**src/rtl/core/lock_order_cycle_detector_macros.svh**
```systemverilog
// Assertion macros for the top level of the lock order cycle detector RTL.
`ifndef LOCK_ORDER_CYCLE_DETECTOR_MACROS_SVH
`define LOCK_ORDER_CYCLE_DETECTOR_MACROS_SVH
`ifndef SYNTH
`define LOCD_ASSERT_NOW(lbl, ante, cons, msg) \
    lbl: assert property (@(posedge clk) disable iff (!rst_n) (ante) |-> (cons)) \
        else $error(msg);
`define LOCD_ASSERT_NEXT(lbl, ante, cons, msg) \
    lbl: assert property (@(posedge clk) disable iff (!rst_n) (ante) |=> (cons)) \
        else $error(msg);
`else
`define LOCD_ASSERT_NOW(lbl, ante, cons, msg)
`define LOCD_ASSERT_NEXT(lbl, ante, cons, msg)
`endif
`endif

```
**src/rtl/core/locd_pkg.sv**
```systemverilog
// Shared types and constants of the lock order cycle detector.
package locd_pkg;

    localparam int MAX_LOCKS_DEF   = 16;
    localparam int MAX_THREADS_DEF = 4;
    localparam int STACK_DEPTH_DEF = 16;

    localparam int STATUS_W = 3;
    localparam int THREAD_W = 2;
    localparam int LOCK_W   = 4;

    typedef enum logic [STATUS_W-1:0] {
        ST_OK       = 3'd0,
        ST_EMPTY    = 3'd1,
        ST_MISMATCH = 3'd2,
        ST_DEADLOCK = 3'd3,
        ST_OVERFLOW = 3'd4,
        ST_HALTED   = 3'd5
    } status_t;

    typedef struct packed {
        logic    accept;
        logic    push;
        logic    pop_held;
        logic    add_edge;
        logic    dfs_init;
        logic    root_next;
        logic    root_start;
        logic    visit;
        logic    retire;
        logic    pop_load;
        logic    load_result;
        status_t result;
    } locd_cmd_t;

    typedef struct packed {
        logic halted;
        logic is_release;
        logic depth_zero;
        logic depth_full;
        logic edge_new;
        logic mismatch;
        logic root_visited;
        logic root_last;
        logic cand_found;
        logic cand_visited;
        logic path_single;
        logic out_free;
    } locd_sts_t;

endpackage

```
**src/rtl/core/lock_order_cycle_detector.sv**
```systemverilog
// Top level of the lock order cycle detector.
// Each transaction is an acquire or release of a lock by a thread and yields one status
// transaction. Releases, repeated holds, known edges and errors pass through accept,
// held-stack RAM fetch and result load, plus any output stall. An acquire that adds a new
// order edge runs a depth-first search over the whole graph in one shared sequencer that
// reads one adjacency row per cycle: setup, a check of each root (up to MAX_LOCKS), entry
// of each node, and retire and pop of each node through the search stack RAM. After any
// error the block reports halted for every later transaction. The order matrix resets at
// once.
`include "lock_order_cycle_detector_macros.svh"

module lock_order_cycle_detector #(
    parameter int MAX_LOCKS   = locd_pkg::MAX_LOCKS_DEF,
    parameter int MAX_THREADS = locd_pkg::MAX_THREADS_DEF,
    parameter int STACK_DEPTH = locd_pkg::STACK_DEPTH_DEF
) (
    input  logic                          clk,
    input  logic                          rst_n,
    input  logic                          in_valid,
    output logic                          in_stall,
    input  logic                          mode,
    input  logic [locd_pkg::THREAD_W-1:0] thread_id,
    input  logic [locd_pkg::LOCK_W-1:0]   lock_id,
    output logic                          out_valid,
    input  logic                          out_stall,
    output logic [locd_pkg::STATUS_W-1:0] status,
    output logic                          new_edge
);

    locd_pkg::locd_cmd_t cmd;
    locd_pkg::locd_sts_t sts;
    logic                edge_status_ok;

    locd_ctrl u_ctrl (
        .clk     (clk),
        .rst_n   (rst_n),
        .in_valid(in_valid),
        .in_stall(in_stall),
        .sts     (sts),
        .cmd     (cmd)
    );

    locd_datapath #(
        .MAX_LOCKS  (MAX_LOCKS),
        .MAX_THREADS(MAX_THREADS),
        .STACK_DEPTH(STACK_DEPTH)
    ) u_datapath (
        .clk      (clk),
        .rst_n    (rst_n),
        .mode     (mode),
        .thread_id(thread_id),
        .lock_id  (lock_id),
        .cmd      (cmd),
        .sts      (sts),
        .out_valid(out_valid),
        .out_stall(out_stall),
        .status   (status),
        .new_edge (new_edge)
    );

    assign edge_status_ok = (status == locd_pkg::ST_OK) || (status == locd_pkg::ST_DEADLOCK);

    `LOCD_ASSERT_NEXT(a_accept_stalls, in_valid && !in_stall, in_stall, "no stall after accept")
    `LOCD_ASSERT_NEXT(a_halt_sticky, sts.halted, sts.halted, "halt flag cleared")
    `LOCD_ASSERT_NOW(a_load_free, cmd.load_result, !out_valid || !out_stall, "result overrun")
    `LOCD_ASSERT_NOW(a_edge_status, out_valid && new_edge, edge_status_ok, "bad edge status")

endmodule

```
**src/rtl/core/locd_ram.sv**
```systemverilog
// Generic single-write, single-read RAM with registered read data.
module locd_ram #(
    parameter int WIDTH = 4,
    parameter int DEPTH = 16,
    localparam int AW = (DEPTH > 1) ? $clog2(DEPTH) : 1
) (
    input  logic             clk,
    input  logic             wr_en,
    input  logic [AW-1:0]    wr_addr,
    input  logic [WIDTH-1:0] wr_data,
    input  logic [AW-1:0]    rd_addr,
    output logic [WIDTH-1:0] rd_data
);

    logic [WIDTH-1:0] mem [DEPTH];

    always_ff @(posedge clk)
    begin
        if (wr_en)
        begin
            mem[wr_addr] <= wr_data;
        end
        rd_data <= mem[rd_addr];
    end

endmodule

```
**src/rtl/core/locd_datapath.sv**
```systemverilog
// Datapath: held-lock stacks, order edge matrix, search state and result register.
module locd_datapath #(
    parameter int MAX_LOCKS   = locd_pkg::MAX_LOCKS_DEF,
    parameter int MAX_THREADS = locd_pkg::MAX_THREADS_DEF,
    parameter int STACK_DEPTH = locd_pkg::STACK_DEPTH_DEF
) (
    input  logic                          clk,
    input  logic                          rst_n,
    input  logic                          mode,
    input  logic [locd_pkg::THREAD_W-1:0] thread_id,
    input  logic [locd_pkg::LOCK_W-1:0]   lock_id,
    input  locd_pkg::locd_cmd_t           cmd,
    output locd_pkg::locd_sts_t           sts,
    output logic                          out_valid,
    input  logic                          out_stall,
    output logic [locd_pkg::STATUS_W-1:0] status,
    output logic                          new_edge
);

    localparam int LW    = $clog2(MAX_LOCKS);
    localparam int TW    = (MAX_THREADS > 1) ? $clog2(MAX_THREADS) : 1;
    localparam int DW    = $clog2(STACK_DEPTH + 1);
    localparam int HD    = MAX_THREADS * STACK_DEPTH;
    localparam int HAW   = (HD > 1) ? $clog2(HD) : 1;
    localparam int TOPW  = $clog2(MAX_LOCKS + 1);

    function automatic logic [TW-1:0] thr_index(input logic [locd_pkg::THREAD_W-1:0] v);
        int r;
        r = int'(v);
        for (int i = 0; i < 4; i++)
        begin
            if (r >= MAX_THREADS)
            begin
                r = r - MAX_THREADS;
            end
        end
        return TW'(r);
    endfunction

    function automatic logic [LW-1:0] lock_index(input logic [locd_pkg::LOCK_W-1:0] v);
        int r;
        r = int'(v);
        for (int i = 0; i < 8; i++)
        begin
            if (r >= MAX_LOCKS)
            begin
                r = r - MAX_LOCKS;
            end
        end
        return LW'(r);
    endfunction

    function automatic logic [HAW-1:0] held_base(input logic [TW-1:0] t);
        return HAW'(HAW'(t) * HAW'(STACK_DEPTH));
    endfunction

    logic                   mode_reg;
    logic [TW-1:0]          thr_reg;
    logic [LW-1:0]          lock_reg;
    logic                   added_reg;
    logic                   halted_reg;
    logic [DW-1:0]          depth_reg [MAX_THREADS];
    logic [MAX_LOCKS-1:0]   edges_reg [MAX_LOCKS];
    logic [MAX_LOCKS-1:0]   visited_reg;
    logic [MAX_LOCKS-1:0]   finished_reg;
    logic [LW-1:0]          root_reg;
    logic [LW-1:0]          here_reg;
    logic [TOPW-1:0]        top_reg;
    logic                   out_valid_reg;
    locd_pkg::status_t      status_reg;
    logic                   new_edge_reg;

    logic [TW-1:0]          thr_in;
    logic [DW-1:0]          depth_in;
    logic [DW-1:0]          depth_cur;
    logic [HAW-1:0]         held_rd_addr;
    logic [HAW-1:0]         held_wr_addr;
    logic [LW-1:0]          held_rd_data;
    logic [LW-1:0]          srch_wr_addr;
    logic [LW-1:0]          srch_wr_data;
    logic [LW-1:0]          srch_rd_addr;
    logic [LW-1:0]          srch_rd_data;
    logic [MAX_LOCKS-1:0]   cand;
    logic [LW-1:0]          cand_idx;
    logic                   out_free;

    assign thr_in       = thr_index(thread_id);
    assign depth_in     = depth_reg[thr_in];
    assign depth_cur    = depth_reg[thr_reg];
    // Address of the top entry of the incoming thread; read lands in the fetch cycle.
    assign held_rd_addr = held_base(thr_in) + HAW'(depth_in - DW'(1));
    assign held_wr_addr = held_base(thr_reg) + HAW'(depth_cur);

    locd_ram #(
        .WIDTH(LW),
        .DEPTH(HD)
    ) u_held_ram (
        .clk    (clk),
        .wr_en  (cmd.push),
        .wr_addr(held_wr_addr),
        .wr_data(lock_reg),
        .rd_addr(held_rd_addr),
        .rd_data(held_rd_data)
    );

    assign srch_wr_addr = cmd.visit ? top_reg[LW-1:0] : '0;
    assign srch_wr_data = cmd.visit ? cand_idx : root_reg;
    assign srch_rd_addr = LW'(top_reg - TOPW'(2));

    locd_ram #(
        .WIDTH(LW),
        .DEPTH(MAX_LOCKS)
    ) u_search_ram (
        .clk    (clk),
        .wr_en  (cmd.visit | cmd.root_start),
        .wr_addr(srch_wr_addr),
        .wr_data(srch_wr_data),
        .rd_addr(srch_rd_addr),
        .rd_data(srch_rd_data)
    );

    assign cand = edges_reg[here_reg] & ~finished_reg;

    always_comb
    begin
        cand_idx = '0;
        for (int i = MAX_LOCKS - 1; i >= 0; i--)
        begin
            if (cand[i])
            begin
                cand_idx = LW'(i);
            end
        end
    end

    assign out_free = !out_valid_reg || !out_stall;

    assign sts.halted       = halted_reg;
    assign sts.is_release   = mode_reg;
    assign sts.depth_zero   = (depth_cur == '0);
    assign sts.depth_full   = (depth_cur == DW'(STACK_DEPTH));
    assign sts.edge_new     = (held_rd_data != lock_reg) && !edges_reg[held_rd_data][lock_reg];
    assign sts.mismatch     = (held_rd_data != lock_reg);
    assign sts.root_visited = visited_reg[root_reg];
    assign sts.root_last    = (root_reg == LW'(MAX_LOCKS - 1));
    assign sts.cand_found   = |cand;
    assign sts.cand_visited = visited_reg[cand_idx];
    assign sts.path_single  = (top_reg == TOPW'(1));
    assign sts.out_free     = out_free;

    // Transaction fields and search bookkeeping; no reset needed on payload.
    always_ff @(posedge clk)
    begin
        if (cmd.accept)
        begin
            mode_reg <= mode;
            thr_reg  <= thr_in;
            lock_reg <= lock_index(lock_id);
        end
        if (cmd.dfs_init)
        begin
            root_reg <= '0;
        end
        else if (cmd.root_next)
        begin
            root_reg <= root_reg + LW'(1);
        end
        if (cmd.root_start)
        begin
            here_reg <= root_reg;
            top_reg  <= TOPW'(1);
        end
        else if (cmd.visit)
        begin
            here_reg <= cand_idx;
            top_reg  <= top_reg + TOPW'(1);
        end
        else if (cmd.retire)
        begin
            top_reg <= top_reg - TOPW'(1);
        end
        else if (cmd.pop_load)
        begin
            here_reg <= srch_rd_data;
        end
        if (cmd.load_result)
        begin
            status_reg   <= cmd.result;
            new_edge_reg <= added_reg;
        end
    end

    always_ff @(posedge clk or negedge rst_n)
    begin
        if (!rst_n)
        begin
            added_reg     <= 1'b0;
            halted_reg    <= 1'b0;
            out_valid_reg <= 1'b0;
            visited_reg   <= '0;
            finished_reg  <= '0;
            for (int t = 0; t < MAX_THREADS; t++)
            begin
                depth_reg[t] <= '0;
            end
            for (int r = 0; r < MAX_LOCKS; r++)
            begin
                edges_reg[r] <= '0;
            end
        end
        else
        begin
            if (cmd.accept)
            begin
                added_reg <= 1'b0;
            end
            else if (cmd.add_edge)
            begin
                added_reg <= 1'b1;
                edges_reg[held_rd_data][lock_reg] <= 1'b1;
            end
            if (cmd.push)
            begin
                depth_reg[thr_reg] <= depth_cur + DW'(1);
            end
            else if (cmd.pop_held)
            begin
                depth_reg[thr_reg] <= depth_cur - DW'(1);
            end
            if (cmd.dfs_init)
            begin
                visited_reg  <= '0;
                finished_reg <= '0;
            end
            else
            begin
                if (cmd.root_start)
                begin
                    visited_reg[root_reg] <= 1'b1;
                end
                if (cmd.visit)
                begin
                    visited_reg[cand_idx] <= 1'b1;
                end
                if (cmd.retire)
                begin
                    finished_reg[here_reg] <= 1'b1;
                end
            end
            if (cmd.load_result)
            begin
                out_valid_reg <= 1'b1;
                if (cmd.result != locd_pkg::ST_OK && cmd.result != locd_pkg::ST_HALTED)
                begin
                    halted_reg <= 1'b1;
                end
            end
            else if (!out_stall)
            begin
                out_valid_reg <= 1'b0;
            end
        end
    end

    assign out_valid = out_valid_reg;
    assign status    = status_reg;
    assign new_edge  = new_edge_reg;

endmodule

```
**src/rtl/core/locd_ctrl.sv**
```systemverilog
// Controller: sequences fetch, stack update, cycle search and result hand-off.
module locd_ctrl (
    input  logic                clk,
    input  logic                rst_n,
    input  logic                in_valid,
    output logic                in_stall,
    input  locd_pkg::locd_sts_t sts,
    output locd_pkg::locd_cmd_t cmd
);

    typedef enum logic [2:0] {
        S_IDLE,
        S_FETCH,
        S_DFS_INIT,
        S_ROOT,
        S_SCAN,
        S_POP,
        S_FINISH
    } state_t;

    state_t            state_reg;
    state_t            state_next;
    locd_pkg::status_t code_reg;
    locd_pkg::status_t code_next;
    logic              stall_reg;
    logic              stall_next;

    always_comb
    begin
        cmd        = '0;
        cmd.result = code_reg;
        state_next = state_reg;
        code_next  = code_reg;
        stall_next = stall_reg;
        unique case (state_reg)
            S_IDLE:
            begin
                if (in_valid)
                begin
                    cmd.accept = 1'b1;
                    stall_next = 1'b1;
                    state_next = S_FETCH;
                end
            end
            S_FETCH:
            begin
                state_next = S_FINISH;
                code_next  = locd_pkg::ST_OK;
                priority if (sts.halted)
                begin
                    code_next = locd_pkg::ST_HALTED;
                end
                else if (sts.is_release)
                begin
                    priority if (sts.depth_zero)
                    begin
                        code_next = locd_pkg::ST_EMPTY;
                    end
                    else if (sts.mismatch)
                    begin
                        code_next = locd_pkg::ST_MISMATCH;
                    end
                    else
                    begin
                        cmd.pop_held = 1'b1;
                    end
                end
                else if (sts.depth_full)
                begin
                    code_next = locd_pkg::ST_OVERFLOW;
                end
                else if (!sts.depth_zero && sts.edge_new)
                begin
                    cmd.add_edge = 1'b1;
                    state_next   = S_DFS_INIT;
                end
                else
                begin
                    cmd.push = 1'b1;
                end
            end
            S_DFS_INIT:
            begin
                cmd.dfs_init = 1'b1;
                state_next   = S_ROOT;
            end
            S_ROOT:
            begin
                priority if (!sts.root_visited)
                begin
                    cmd.root_start = 1'b1;
                    state_next     = S_SCAN;
                end
                else if (sts.root_last)
                begin
                    cmd.push   = 1'b1;
                    code_next  = locd_pkg::ST_OK;
                    state_next = S_FINISH;
                end
                else
                begin
                    cmd.root_next = 1'b1;
                end
            end
            S_SCAN:
            begin
                priority if (sts.cand_found && sts.cand_visited)
                begin
                    // Back edge to a node on the current path: true cycle.
                    code_next  = locd_pkg::ST_DEADLOCK;
                    state_next = S_FINISH;
                end
                else if (sts.cand_found)
                begin
                    cmd.visit = 1'b1;
                end
                else
                begin
                    cmd.retire = 1'b1;
                    priority if (!sts.path_single)
                    begin
                        state_next = S_POP;
                    end
                    else if (sts.root_last)
                    begin
                        cmd.push   = 1'b1;
                        code_next  = locd_pkg::ST_OK;
                        state_next = S_FINISH;
                    end
                    else
                    begin
                        cmd.root_next = 1'b1;
                        state_next    = S_ROOT;
                    end
                end
            end
            S_POP:
            begin
                cmd.pop_load = 1'b1;
                state_next   = S_SCAN;
            end
            S_FINISH:
            begin
                if (sts.out_free)
                begin
                    cmd.load_result = 1'b1;
                    stall_next      = 1'b0;
                    state_next      = S_IDLE;
                end
            end
            default:
            begin
                state_next = S_IDLE;
            end
        endcase
    end

    always_ff @(posedge clk or negedge rst_n)
    begin
        if (!rst_n)
        begin
            state_reg <= S_IDLE;
            code_reg  <= locd_pkg::ST_OK;
            stall_reg <= 1'b0;
        end
        else
        begin
            state_reg <= state_next;
            code_reg  <= code_next;
            stall_reg <= stall_next;
        end
    end

    assign in_stall = stall_reg;

endmodule
```
**config.mk**
```make
export PLATFORM = sky130hd
export DESIGN_NAME = lock_order_cycle_detector
export DESIGN_NICKNAME = d
export VERILOG_FILES = /design/src/rtl/core/locd_pkg.sv /design/src/rtl/core/lock_order_cycle_detector.sv /design/src/rtl/core/locd_ram.sv /design/src/rtl/core/locd_datapath.sv /design/src/rtl/core/locd_ctrl.sv
export VERILOG_INCLUDE_DIRS = /design/src /design/src/rtl/core
export SDC_FILE = /design/constraint.sdc
export NUM_CORES = 1
export LEC_CHECK = 0
export BUFFER_PORTS_ARGS = -buffer_cell sky130_fd_sc_hd__buf_2
export CAP_MARGIN = 20
export CORE_MARGIN = 2
export CORE_UTILIZATION = 50
export DETAILED_ROUTE_END_ITERATION = 16
export PLACE_DENSITY = 0.68
export SYNTH_ARGS = -nofsm -noshare
export SYNTH_HDL_FRONTEND = slang
export SYNTH_SLANG_ARGS = --single-unit
```
**constraint.sdc**
```tcl
create_clock -name clk -period 4.6 [get_ports clk]
set_input_delay 1.15 -clock clk [delete_from_list [all_inputs] [get_ports clk]]
set_output_delay 1.15 -clock clk [all_outputs]
set_load 0.02 [all_outputs]
```
# After elaboration in Yosys (flattened, before gate mapping)
# Memories as Yosys holds them, arrays and structs flattened. A register that Yosys moved wholly into a read port is not among the register bits.
# Index checks and enable logic that the tools add are counted.
# word_totals
ff_bits	342
mem_bits_rw	320
inputBits	11
out_inout_bits	6
wordCells	258
mem_count	2
# op_classes
add_sub_neg	9
magnitude_cmp	14
eq_ne	19
muxes	134
bitwise_logic	12
reduce_logical	32
# memory_table
name	words	word_bits	read_ports	rd_clocked_by_memory_dff	write_ports	line	source
u_datapath.u_held_ram.mem	64	4	1	1	1	locd_ram.sv:15	logic [WIDTH-1:0] mem [DEPTH];
u_datapath.u_search_ram.mem	16	4	1	1	1	locd_ram.sv:15	
# op_table
cell	count
256-bit bitwise OR	1
16-bit 2-to-1 mux	11
16-bit binary-select mux with 4-bit select	2
4-bit 2-to-1 mux	22
16-bit demux with 4-bit select	1
3-bit 2-to-1 mux	21
16-bit bitwise OR	3
1-bit 2-to-1 mux	46
20-bit bitwise mux	2
20-bit 2-to-1 mux	2
5-bit 2-to-1 mux	7
3-bit one-hot mux with 7 select lines	1
5-bit binary-select mux with 2-bit select	2
4-bit by 5-bit < comparator with 1-bit output (second input constant)	4
16-bit AND	1
1-bit demux with 4-bit select	4
4-bit by 1-bit greater-or-equal comparator with 1-bit output (second input constant)	4
16-bit NOT	1
16-bit OR reduction	1
1-bit binary-select mux with 4-bit select	3
5-bit by 1-bit adder with 5-bit output (second input constant)	2
5-bit demux with 2-bit select	1
5-bit greater-or-equal comparator (second input constant)	2
1-bit logical AND	10
37 further kinds	66

# Logic depth before layout (Yosys ltp)
# logic_depth
ltp_word	29
ltp_mapped	19
mapped_depth_nobuf	12

# By module
# Synthesis repeated with hierarchy kept, for this count alone.
# unflattened
hier_cells	2216
hier_area_um2	31696.6
# modules_own_cells
mod	instances	cells_each	area_per_inst_um2	seq_area_each_um2
locd_datapath	1	1462	17915.9	8413.1
locd_ram at u_datapath.u_held_ram	1	539	10493.8	7767.4
locd_ram at u_datapath.u_search_ram	1	130	2666.3	2001.9
locd_ctrl	1	85	620.6	175.2

# Worst setup path after synthesis
# Ideal clock, no wire load.
# synth_timing
kind	input port to flip-flop
start	in thread_id[0] (netlist name)
end	reg u_datapath.u_held_ram.rd_data[1], read port of u_datapath.u_held_ram.mem
setup_time_ns	0.142
arrival_ns	5.805
t_required_ns	4.458
path_slack_ns	-1.346
cell_stages	13
n_path_buf	5
path_cell_list	buf_2 > mux4_2 > buf_2 > buf_1 > clkbuf_1 > ha_1 > inv_1 > fa_1 > xor2_1 > clkbuf_1 > mux4_2 > a211oi_1 > a21oi_1
# synth_between
elab_chain_len	6
# synth_rtl
element	line	source
start, declared	lock_order_cycle_detector.sv:22	input logic [locd_pkg::THREAD_W-1:0] thread_id,
2-bit NOT with 3-bit output (not written as such)	locd_datapath.sv:88	assign depth_in = depth_reg[thr_in];
5-bit binary-select mux with 2-bit select	locd_datapath.sv:88	
5-bit 2-to-1 mux (not written as such) (2 in series)	locd_datapath.sv:88	
5-bit by 1-bit subtractor with 6-bit output	locd_datapath.sv:91	assign held_rd_addr = held_base(thr_in) + HAW'(depth_in - DW'(1));
6-bit adder (*)	locd_datapath.sv:91	
end, declared	locd_ram.sv:12	output logic [WIDTH-1:0] rd_data
# Mark *: on every way between the ends. The rest lies on a longest branch, timed or not. The select of a mux whose other input is x is not followed.
# A chain may end at the register's enable or synchronous reset.

# Final worst setup path
# layout_timing
start	reg u_datapath.here_reg[1]
end	mem u_datapath.u_held_ram.mem[20][3], enable pin
# layout_between
elab_chain_len	28
elab_cells_between_ends	30
cone_classes	26 x mux; 2 x bitwise; 2 x reduce/logical
# layout_rtl
element	line	source
start, declared	locd_datapath.sv:67	logic [LW-1:0] here_reg;
start signal, assigned	locd_datapath.sv:170	here_reg <= root_reg;
start signal, assigned	locd_datapath.sv:175	here_reg <= cand_idx;
start signal, assigned	locd_datapath.sv:184	here_reg <= srch_rd_data;
4-bit NOT with 5-bit output (not written as such) (*)	locd_datapath.sv:122	assign cand = edges_reg[here_reg] & ~finished_reg;
16-bit binary-select mux with 4-bit select (*)	locd_datapath.sv:122	
16-bit 2-to-1 mux (not written as such) (*) (2 in series)	locd_datapath.sv:122	
16-bit AND (*)	locd_datapath.sv:122	
4-bit 2-to-1 mux (16 in series)	locd_datapath.sv:129	if (cand[i])
1-bit binary-select mux with 4-bit select	locd_datapath.sv:147	assign sts.cand_visited = visited_reg[cand_idx];
1-bit 2-to-1 mux (not written as such)	locd_datapath.sv:147	
1-bit logical AND	locd_ctrl.sv:107	priority if (sts.cand_found && sts.cand_visited)
1-bit 2-to-1 mux (*)	locd_ctrl.sv:107	
1-bit one-hot mux with 3 select lines (*)	locd_ctrl.sv:35	unique case (state_reg)
1-bit 2-to-1 mux (*)	locd_ram.sv:19	if (wr_en)
1-bit 2-to-1 mux (not written as such) (*)	locd_ram.sv:21	mem[wr_addr] <= wr_data;
end, declared	locd_ram.sv:15	
# Marks and branches as above.

==> results summary <==
The number of synthesized register bits came out at 670. Dividing the detail-routed via count by the number of cells gives 6.32. Setup repair after global routing could not meet its margin everywhere.

TritonCTS built the clock tree. The largest net degree at the start of global routing is 110. The net count of the finished layout is 2254.

On the critical path, the stage with the largest delay is an instance of sky130_fd_sc_hd__o41ai_4. The post-synth design cell area came out at 31500 µm². The buffer type at the clock tree root is sky130_fd_sc_hd__clkbuf_16. For this run, the detailed router's first-pass iteration total came to 7. 0 antenna diodes ended up in the layout. The post-synthesis instance total is 2168. The multi-input combinational cell area is 12500 µm².

The final number of hold-violating endpoints came out at 0. The path class of the tightest hold or removal check is reg2reg. The first global-routing pass estimated 123000 µm of wire. Relative to the synthesized area, the layout overhead comes to 13.3%.

The run finished with clean final reports. STA classifies the critical path endpoint as a flip-flop. The starting utilization of the core area came out at 0.502. The clock slew at the register clock pins of the worst setup and hold paths is 0.06 ns. For the pin with the worst max-slew slack, the measured transition is 1.10 ns. The count of pins over their slew limit came out at 0.

The largest fanout on the critical path came out at 29. The portion of the clock cycle consumed by the worst path in the final layout is 0.979. The clock period minus final worst setup slack is 4.50 ns. The estimated wirelength of the detail-placed design is 53000 µm. The endpoint arrival time on the critical path came out at 4.77 ns. The chip width came out at 255 µm. The filler cells instantiated in the layout total 4858. The setup slack after layout is 0.0962 ns. The setup slack after placement is 0.0824 ns. The register area is 18400 µm². In the final layout, the share of cells above drive strength 1 is 0.252.

Yosys mapped a number of flops with a built-in enable equal to 335. The deepest clock path buffer count came out at 3. The delay of the slowest critical-path stage came out at 0.50 ns. The net count after synthesis is 2199. After routing the design area is 35700 µm². The CTS H-tree depth is 3. Pin placement for this block handled 17 I/O pins.

The total congestion overflow after global routing is 0. Across the VDD grid, the largest voltage drop is 0.000495 V. The initial antenna violation count is 0. The total track usage is 0.250. The congestion estimate from routability-driven global placement came to 0.902. The synthesized area per cell is 14.5 µm².

For the final routed database, the setup TNS stands at 0 ns. The count of input and output buffers is 16. The residual antenna-violating net count after detailed routing came out at 0. Power spread over the standard cell area amounts to 658 nW/µm². In this run the tightest slew margin relative to its limit is 0.264. The final instance count without filler cells came out at 3123.

The leakage power is 0.0154 µW. For this block, the routed nets add up to 79600 µm of wire. The hold-fix buffer count after cts came out at 0.

In the final routed layout, each cell accounts on average for 25.5 µm. The die area came out at 65100 µm². The type of the worst setup path is reg2reg. The number of violations of the max-capacitance limit is 0. Walking the worst path, the cells encountered are buf_12, buf_12, buf_4, mux2i_1, a211oi_1, a31oi_4, o311a_1, nor3b_4, nand2_1, o41ai_4, a22oi_4, nor2b_2, nand2_1, buf_4, nor2_1.

The leading register cell type out of synthesis is sky130_fd_sc_hd__edfxtp_1. The total number of yosys warnings came out at 0. The remaining routing DRC violations is 0.

The core box area came out at 62700 µm². The CTS sink count is 670. The area of placed instances is 33300 µm².

The number of global-route vias before repair was 20000. Buffers inserted during clock tree synthesis total 72. The kind of launch point of the worst setup path is a flip-flop. Synthesis instantiated 89 different standard cells from the library. The DRC violation total after the first TritonRoute iteration is 2160. The share of the Yosys chip area taken by registers is 0.582.

After detailed placement, the design holds a cell count of 2990. In the layout the commonest cells are 335 x sky130_fd_sc_hd__edfxtp_1, 318 x sky130_fd_sc_hd__dfrtp_1, 195 x sky130_fd_sc_hd__mux4_2, 184 x sky130_fd_sc_hd__a21o_1, 120 x sky130_fd_sc_hd__mux2i_1. Leaving out fill and tap cells, the most frequent cell in the layout is sky130_fd_sc_hd__edfxtp_1. The later pin in the worst-skew pair is clocked with a latency of 0.62 ns. The final-report setup violation count came out at 0. Final hold analysis gives a worst-case slack of 0.395 ns. Among cell families on the critical path, the largest total delay comes from compound AO/OA/AOI/OAI gates.

The die height came out at 255 µm. The top achievable clock speed is 0.222 GHz. The number of buffer and inverter stages on the critical path is 4.

The clock arrives with 0.0235 ns of skew. The total number of vias is 19700. For the worst setup path, the data required time is 4.87 ns. The fraction of synthesis flops using an asynchronous set or reset pin came out at 0.475. The row count came out at 92.
[Yosys cell counts, types with 11 or more instances]
cell type | count | area [µm²]
sky130_fd_sc_hd__mux2_2 | 28 | 315
sky130_fd_sc_hd__o21ai_0 | 30 | 150
sky130_fd_sc_hd__dfxtp_1 | 17 | 340
sky130_fd_sc_hd__buf_2 | 29 | 145
sky130_fd_sc_hd__nand3_1 | 34 | 170
sky130_fd_sc_hd__a22oi_1 | 24 | 180
sky130_fd_sc_hd__nor3_1 | 23 | 115
sky130_fd_sc_hd__nand2b_1 | 21 | 131
sky130_fd_sc_hd__clkbuf_1 | 91 | 342
sky130_fd_sc_hd__edfxtp_1 | 335 | 10100
sky130_fd_sc_hd__o21bai_1 | 58 | 435
sky130_fd_sc_hd__nor2_2 | 11 | 68.8
sky130_fd_sc_hd__mux4_2 | 196 | 4410
sky130_fd_sc_hd__a31oi_1 | 17 | 106
sky130_fd_sc_hd__nor2b_1 | 25 | 156
sky130_fd_sc_hd__a21o_1 | 184 | 1380
sky130_fd_sc_hd__buf_4 | 25 | 188
sky130_fd_sc_hd__mux2i_1 | 120 | 1200
sky130_fd_sc_hd__ha_1 | 19 | 238
sky130_fd_sc_hd__a211o_1 | 11 | 96.3
sky130_fd_sc_hd__nand2_1 | 94 | 353
sky130_fd_sc_hd__a211oi_1 | 17 | 128
sky130_fd_sc_hd__or3_1 | 12 | 75.1
sky130_fd_sc_hd__inv_1 | 28 | 105
sky130_fd_sc_hd__a21oi_1 | 50 | 250
sky130_fd_sc_hd__nor2_1 | 149 | 559
sky130_fd_sc_hd__dfrtp_1 | 318 | 7960
sky130_fd_sc_hd__and2_1 | 12 | 75.1
[stage by stage]
stage                util  total power (µW)
floorplan               -             14200
global placement    0.530             17600
detailed placement  0.530             17800
CTS                 0.567             23400
global route        0.569             24500
finish              0.569             23500
[path summary, 6_finish.rpt]
kind	start	end	slack, ns	cells after the start
max	u_datapath.here_reg[1]$_DFFE_PP_	u_datapath.u_held_ram.mem[20][3]$_DFFE_PP_	0.1	15
min	u_datapath.edges_reg[90]$_DFFE_PN0P_	u_datapath.edges_reg[90]$_DFFE_PN0P_	0.40	0
max reg2reg	u_datapath.here_reg[1]$_DFFE_PP_	u_datapath.u_held_ram.mem[20][3]$_DFFE_PP_	0.1	15
min reg2reg	u_datapath.edges_reg[90]$_DFFE_PN0P_	u_datapath.edges_reg[90]$_DFFE_PN0P_	0.40	0
max in group asynchronous	rst_n	u_datapath.edges_reg[10]$_DFFE_PN0P_	2.98	2
min in group asynchronous	rst_n	u_datapath.edges_reg[186]$_DFFE_PN0P_	0.61	1
[cell families (layout without fill, tap and decap cells)]
logic type,count (synthesis),in the layout,synth area share
simple gates,443,443,0.0716
mux,349,349,0.192
buf+inv,192,301,0.0293
flops,670,670,0.582
xor+xnor,18,18,0.00500
fa+ha+maj,20,20,0.00818
compound gates,476,476,0.111
[worst register-to-register path: cells and delay by family, from the launching register on]
kind                   cells  cell delay [ns]
AO/OA/AOI/OAI              5             1.31
AND/OR/NAND/NOR            5             1.19
buffers and inverters      4             0.96
flip-flops                 1             0.40
multiplexers               1             0.32
[timing repair]
action	4_1_cts	5_1_grt
gates resized for setup	0	35
setup buffers	0	5
endpoints found under the setup margin	0	391
[final cells by class]
cell class / instances / area share
clock inverter: 35 / 0.00827
clock buffer: 93 / 0.0555
inverter: 30 / 0.00315
tap: 846 / 0.0296
sequential: 670 / 0.514
timing repair buffer: 143 / 0.0405
multi-input combinational: 1306 / 0.349
[layer usage]
layer / wire, µm / track usage / share of wire
met2: 39600 / 0.416 / 0.50
met4: 2230 / 0.0740 / 0.028
met5: 0 / 0 / 0
met3: 4940 / 0.0405 / 0.062
met1: 32900 / 0.341 / 0.41
[power breakdown]
part	total, µW	internal (µW)	switching, µW
clock	5620	3230	2390
combinational	10500	4530	6000
sequential	7340	6900	445
No activity file was read; power rests on OpenSTA's default activity.
